## src/sv/lmfeb_pkg.sv

```systemverilog
// Shared constants, step codes and controller/datapath interface types for the line fit block.
package lmfeb_pkg;

    localparam int MAX_PAIRS  = 1024;
    localparam int KEY_BITS   = 24;
    localparam int VALUE_BITS = 24;
    localparam int AW         = $clog2(MAX_PAIRS);
    localparam int CW         = $clog2(MAX_PAIRS + 1);

    // accumulator widths
    localparam int SKW  = KEY_BITS + AW;
    localparam int SVW  = VALUE_BITS + AW;
    localparam int SKKW = 2 * KEY_BITS + AW;
    localparam int SKVW = KEY_BITS + VALUE_BITS + AW;
    localparam int DENW = SKKW + CW;

    // shared multiplier and divider widths
    localparam int MA_W = 70;
    localparam int MB_W = 34;
    localparam int MP_W = MA_W + MB_W;
    localparam int DN_W = 128;
    localparam int DR_W = MP_W + 1;

    localparam logic [31:0] CLAMP_FRAC = 32'd4294966866;

    // fit steps
    localparam logic [3:0] ST_MEAN  = 4'd0;
    localparam logic [3:0] ST_NKK   = 4'd1;
    localparam logic [3:0] ST_KK    = 4'd2;
    localparam logic [3:0] ST_NKV   = 4'd3;
    localparam logic [3:0] ST_KV    = 4'd4;
    localparam logic [3:0] ST_DENR  = 4'd5;
    localparam logic [3:0] ST_SLOPE = 4'd6;
    localparam logic [3:0] ST_NVMIN = 4'd7;
    localparam logic [3:0] ST_NRNG  = 4'd8;
    localparam logic [3:0] ST_ICPT  = 4'd9;

    typedef struct packed {
        logic          load;
        logic          acc;
        logic          mul_go;
        logic          div_go;
        logic [3:0]    step;
        logic          rd_go;
        logic [AW-1:0] rd_addr;
        logic          out_go;
    } dp_cmd_t;

    typedef struct packed {
        logic          last;
        logic          mul_done;
        logic          div_done;
        logic          degen;
        logic          pass_busy;
        logic [CW-1:0] n_pairs;
    } dp_stat_t;

endpackage

```

## src/sv/lmfeb_ctrl.sv

```systemverilog
// Controller: item intake, fit step sequencing, error pass addressing and result release.
module lmfeb_ctrl import lmfeb_pkg::*; (
    input  logic     clk,
    input  logic     rst_n,
    input  logic     start,
    input  dp_stat_t stat,
    output dp_cmd_t  cmd,
    output logic     busy
);

    localparam logic [2:0] S_IDLE  = 3'd0;
    localparam logic [2:0] S_ACC   = 3'd1;
    localparam logic [2:0] S_GO    = 3'd2;
    localparam logic [2:0] S_WAIT  = 3'd3;
    localparam logic [2:0] S_PASS  = 3'd4;
    localparam logic [2:0] S_DRAIN = 3'd5;
    localparam logic [2:0] S_OUT   = 3'd6;

    logic [2:0]    state_reg, state_next;
    logic [3:0]    step_reg, step_next;
    logic [AW-1:0] cnt_reg, cnt_next;
    logic          is_div;
    logic          op_done;

    assign is_div  = step_reg == ST_MEAN || step_reg == ST_SLOPE || step_reg == ST_ICPT;
    assign op_done = is_div ? stat.div_done : stat.mul_done;

    always_comb
    begin
        state_next  = state_reg;
        step_next   = step_reg;
        cnt_next    = cnt_reg;
        cmd         = '0;
        cmd.step    = step_reg;
        cmd.rd_addr = cnt_reg;
        case (state_reg)
            S_IDLE:
            begin
                if (start)
                begin
                    cmd.load   = 1'b1;
                    state_next = S_ACC;
                end
            end
            S_ACC:
            begin
                cmd.acc = 1'b1;
                if (stat.last)
                begin
                    step_next  = ST_MEAN;
                    state_next = S_GO;
                end
                else
                begin
                    state_next = S_IDLE;
                end
            end
            S_GO:
            begin
                // all equal keys: skip the rest of the fit
                if (step_reg == ST_NKV && stat.degen)
                begin
                    cnt_next   = '0;
                    state_next = S_PASS;
                end
                else
                begin
                    cmd.mul_go = !is_div;
                    cmd.div_go = is_div;
                    state_next = S_WAIT;
                end
            end
            S_WAIT:
            begin
                if (op_done)
                begin
                    if (step_reg == ST_ICPT)
                    begin
                        cnt_next   = '0;
                        state_next = S_PASS;
                    end
                    else
                    begin
                        step_next  = step_reg + 4'd1;
                        state_next = S_GO;
                    end
                end
            end
            S_PASS:
            begin
                cmd.rd_go = 1'b1;
                cnt_next  = cnt_reg + AW'(1);
                if (CW'(cnt_reg) == stat.n_pairs - CW'(1))
                begin
                    state_next = S_DRAIN;
                end
            end
            S_DRAIN:
            begin
                if (!stat.pass_busy)
                begin
                    state_next = S_OUT;
                end
            end
            S_OUT:
            begin
                cmd.out_go = 1'b1;
                state_next = S_IDLE;
            end
            default:
            begin
                state_next = S_IDLE;
            end
        endcase
    end

    always_ff @(posedge clk or negedge rst_n)
    begin
        if (!rst_n)
        begin
            state_reg <= S_IDLE;
            step_reg  <= ST_MEAN;
            cnt_reg   <= '0;
        end
        else
        begin
            state_reg <= state_next;
            step_reg  <= step_next;
            cnt_reg   <= cnt_next;
        end
    end

    assign busy = state_reg != S_IDLE;

endmodule

```

## config.mk

```make
export PLATFORM = sky130hd
export DESIGN_NAME = lmfeb_ctrl
export DESIGN_NICKNAME = d
export VERILOG_FILES = /design/src/sv/lmfeb_pkg.sv /design/src/sv/lmfeb_ctrl.sv
export SDC_FILE = /design/constraint.sdc
export NUM_CORES = 1
export LEC_CHECK = 0
export ABC_AREA = 0
export BUFFER_PORTS_ARGS = -buffer_cell sky130_fd_sc_hd__buf_4
export CORE_MARGIN = 3
export CORE_UTILIZATION = 50
export CTS_CLUSTER_SIZE = 20
export DETAILED_ROUTE_END_ITERATION = 16
export HOLD_SLACK_MARGIN = 0.12
export PLACE_DENSITY = 0.77
export SETUP_SLACK_MARGIN = 0.3
export SKIP_CTS_REPAIR_TIMING = 1
export SYNTH_ARGS = -nofsm -noshare
export SYNTH_HDL_FRONTEND = slang
export SYNTH_SLANG_ARGS = --single-unit
```

## constraint.sdc

```tcl
create_clock -name clk -period 2.1 [get_ports clk]
set_clock_uncertainty 0.15 [all_clocks]
set_input_delay 0.21 -clock clk [delete_from_list [all_inputs] [get_ports clk]]
set_output_delay 0.21 -clock clk [all_outputs]
set_load 0.01 [all_outputs]
```

### After elaboration in Yosys (flattened, before gate mapping)

Index checks and enable logic that the tools add are counted.

| word-level totals | value |
|---|---|
| flip-flop bits (word level) | 17 |
| input bits | 19 |
| output and inout bits | 21 |
| logic and storage cells | 60 |

| cells by class | value |
|---|---|
| add/subtract/negate cells | 3 |
| eq/ne operators | 18 |
| mux-type cells | 24 |
| reductions and logical operators | 12 |

Operators with widths:

| kind | count |
|---|---|
| 10-bit two-way mux | 3 |
| 10-bit case mux with 3 select lines | 1 |
| 3-bit two-way mux | 6 |
| 3-bit case mux with 6 select lines | 1 |
| 2-bit inequality test (second input constant) | 8 |
| 4-bit two-way mux | 3 |
| 4-bit AND reduction | 3 |
| 10-bit by 11-bit equality test with 1-bit output | 1 |
| 11-bit by 1-bit subtractor with 11-bit output (second input constant) | 1 |
| 10-bit by 1-bit adder with 10-bit output (second input constant) | 1 |
| 3-bit equality test (second input constant) | 3 |
| 4-bit case mux with 2 select lines | 1 |
| 3-bit by 2-bit equality test with 1-bit output (second input constant) | 2 |
| 1-bit two-way mux | 6 |
| 2-bit two-way mux | 3 |
| 3-bit nonzero test | 2 |
| 4-bit by 1-bit adder with 4-bit output (second input constant) | 1 |
| 4-bit by 2-bit equality test with 1-bit output (second input constant) | 1 |
| 4-bit by 3-bit equality test with 1-bit output (second input constant) | 1 |
| 4-bit equality test (second input constant) | 1 |
| 4-bit zero test | 1 |
| 3-bit by 1-bit equality test with 1-bit output (second input constant) | 1 |
| 3-bit zero test | 1 |
| 1-bit logical OR | 2 |
| other kinds (3) | 3 |

### Depth between registers and ports, before layout

| logic depth | value |
|---|---|
| word-level depth | 6 |
| depth in mapped cells | 8 |
| depth with buffers taken out | 8 |

### Worst setup path after synthesis

No wires, ideal clock.

| timing path | value |
|---|---|
| path kind | reg2reg |
| start point | register step_reg[0] |
| end point | register step_reg[3] |
| setup time | 0.119 ns |
| arrival | 1.776 ns |
| data required time | 1.831 ns |
| slack | 0.056 ns |
| cell stages (with the launch flop) | 9 |
| buffers on the path | 0 |
| period minus slack after synthesis | 2.044 ns |
| path through | dfrtp_1 > inv_1 > ha_1 > mux2i_1 > o21a_1 > mux2_2 > o21ai_2 > nor3_1 > o21a_1 |

| between the ends | value |
|---|---|
| word-level cells in the longest chain between the ends | 6 |
| elaborated cells on any way between the ends | 13 |
| those cells by class | 1 x add/sub; 4 x eq/ne; 4 x mux; 4 x reduce/logical |

RTL lines:

| element | RTL line | RTL |
|---|---|---|
| start: declaration | lmfeb_ctrl.sv:20 | `logic [3:0] step_reg, step_next;` |
| start signal: assignment | lmfeb_ctrl.sv:128 | `step_reg <= step_next;` |
| branches (longest 6 deep; another with 4-bit by 1-bit adder with 4-bit output) | -- |  |

Several ways; the timed one is not identified. The select of a mux whose other input is x is not followed.
A chain may end at the register's enable or synchronous reset.

==> impl_metrics.csv <==
group,metric,value,unit
run_status,status,"complete, but fails checks",
run_status,violations,"negative setup slack",
timing,layout_setup_ws,-0.0593,ns
setup_path,end_kind,"output port",
placement,post-dp-hpwl,3.34,mm
floorplan,dieHeight,59.7,µm
min_path,hp-class,"in2reg",
setup_path,timing.rr.start,"step_reg[0]",
logic_synthesis,synth_area,1440,µm²
timing,fmax,463,MHz
final_layout,drive_gt1_frac,0.397,
logic_synthesis,yosys-top-cells-count,"17 x dfrtp_1, 16 x nand2_1, 16 x nor2_1",
logic_synthesis,synth-seq-cells,17,
floorplan,ios,40,
final_layout,n_antenna_cell,0,
setup_path,r2r-end,"step_reg[3]",
clock_tree,htree_levels,1,
timing,relSlewSlack,0.695,
setup_path,critPathKind,"reg2out",
timing,drv_slew,0,
global_routing,antenna_found_initial,0,
placement,numPortBuffers,39,
clock_tree,cts.sinks,17,
logic_synthesis,synth_edf_count,0,
global_routing,grt_usage,0.254,
pwr,leakage,0.876,nW
logic_synthesis,synthCells,178,
final_layout,fillers,190,
pwr,power_density,1020,nW/µm²
floorplan,fp.dieW,59.7,µm
min_path,whs_path_depth,3,
setup_path,r2r_cells,8,
logic_synthesis,yosys_warnings,0,
min_path,min_to,"cnt_reg[9]",
clock_tree,clock_latency,0.30,ns
timing,fin_hold_ws,0.127,ns
setup_path,worst-path-max-fanout,6,
setup_path,worstSetupStartpointType,"flop",
logic_synthesis,yosysTopAreaCell,"dfrtp_1",
route,dr.pass1.iters,4,
logic_synthesis,async_flop_share,1.00,
final_layout,largest_register_ffs,10,
clock_tree,cts_tree,"built",
timing,post-route-min-period,2.16,ns
logic_synthesis,syn_nets,203,
timing,setup_viol,2,
logic_synthesis,synth.top_cell.area_share,0.295,
timing,worstMarginPinSlew,0.457,ns
route,vias_per_cell,6.09,
pwr,ir_worst_vdd,0.922,mV
logic_synthesis,synth_area_per_cell,8.09,µm²
logic_synthesis,synth_most_common_cell,"dfrtp_1",
global_routing,grt_pass1_wl,6.93,mm
final_layout,syn_to_final_growth,42.7,%
route,wire_per_inst,17.4,µm
route,drt_iter0_markers,102,
floorplan,start_util,0.551,
route,drcViolationCount,0,
route,drt_wl_total,4.56,mm
clock_tree,cts_max_path_buffers,2,
global_routing,overflow,0,
clock_tree,path_clk_slew,0.10,ns
setup_path,cp.arrival,1.80,ns
timing,post-route-period-util,1.03,
final_layout,ff_latch_area,429,µm²
setup_path,worstPathRequired,1.74,ns
floorplan,core,2610,µm²
clock_tree,clockRootBuffer,"clkbuf_4",
placement,gp_congestion,0.929,
logic_synthesis,synth_flop_cell,"dfrtp_1",
route,postRouteAntennaNets,0,
clock_tree,numCtsBuffers,3,
logic_synthesis,synth.distinct_cells,44,
global_routing,grt_pass1_vias,1494,
floorplan,dieArea,3560,µm²
timing,rsz0062_at_grt,"true",
global_routing,grt_max_degree,18,
floorplan,rows,18,
job,max-cap-violations,0,
timing,hold_violations,0,
final_layout,layout.nets,258,
logic_synthesis,synthTopCellsByArea,"dfrtp_1 30%, xnor2_1 5.5%, ha_1 5.2%",
setup_path,setup.reg_to_reg.worst_slack,-0.01,ns
final_layout,finalNonFillerCells,262,
logic_synthesis,yosysSeqAreaShare,0.295,
placement,placed_cells,249,
route,vias,1596,
final_layout,multi_input_area,1050,µm²
min_path,min-delay-start,"stat[13]",
[layout make-up]
cell class	instances	share of cell area
multi-input cells	142	0.510
repair buffers	59	0.230
flip-flops and latches	17	0.209
inverters	10	0.0195
well taps	30	0.0183
clock buffers	3	0.0110
clock inverters	1	0.00244
[routing by layer]
layer	GRT usage	vias up	routed length, µm
met3	0.0475	10	322
met1	0.331	771	1840
li1	-	744	-
met2	0.440	71	2330
met4	0.0443	0	68
met5	0	-	0
[worst max-delay path: stages (launching register included)]
cell and delay, ns:
dfrtp_2 0.48, inv_2 0.08, ha_4 0.15, mux2i_1 0.13, o21a_2 0.21, inv_2 0.06
nor4_4 0.22, buf_4 0.17
[cell families after synthesis]
group / count (synthesis) / share of synthesized area
AOI/OAI and AO/OA: 42 / 0.173
muxes: 3 / 0.0217
adders and majority gates: 6 / 0.0521
and+or+nand+nor: 76 / 0.282
buffers and inverters: 19 / 0.0843
xor gates and xnor gates: 15 / 0.0912
DFF: 17 / 0.295
[worst max-delay path by stage]
stage / cells after the start / slack, ns / to / startpoint
after global routing: 7 / -0.14 / cmd[17] / step_reg[0]
after global placement: 9 / 0.11 / state_reg[0] / stat[0]
final: 7 / -0.06 / cmd[17] / step_reg[0]
after detailed placement: 7 / 0.02 / cnt_reg[4] / step_reg[0]
after floorplan: 8 / 0.17 / step_reg[2] / step_reg[0]
after CTS: 7 / -0.11 / cmd[17] / step_reg[0]
[power by group]
group / switching, mW / internal [mW]
clock: 0.109 / 0.0711
combinational: 0.649 / 0.628
sequential: 0.194 / 0.436
total: 0.952 / 1.14
[cell usage in the layout, fill, tap and decap left out, drive strengths merged, types with 4 or more instances in the layout]
| master | n |
|---|---|
| buf | 56 |
| dfrtp | 17 |
| nor3 | 7 |
| ha | 6 |
| a21oi | 13 |
| nand3 | 10 |
| inv | 10 |
| nand4 | 4 |
| nor2 | 16 |
| xnor2 | 9 |
| o21ai | 15 |
| xor2 | 6 |
| nand2 | 16 |
[stage by stage]
step | worst slack, ns | setup TNS (ns) | total power, mW | utilization | area [µm²]
after floorplan | 0.166 | 0 | 1.28 | - | 1530
after global placement | 0.112 | 0 | 1.65 | 0.702 | 1830
after detailed placement | 0.0241 | 0 | 1.71 | 0.702 | 1830
after CTS | -0.108 | -0.108 | 1.89 | 0.713 | 1860
after global routing | -0.137 | -0.488 | 2.23 | 0.786 | 2050
final | -0.0593 | -0.0652 | 2.09 | 0.786 | 2050
(Power assumes the default switching activity.)
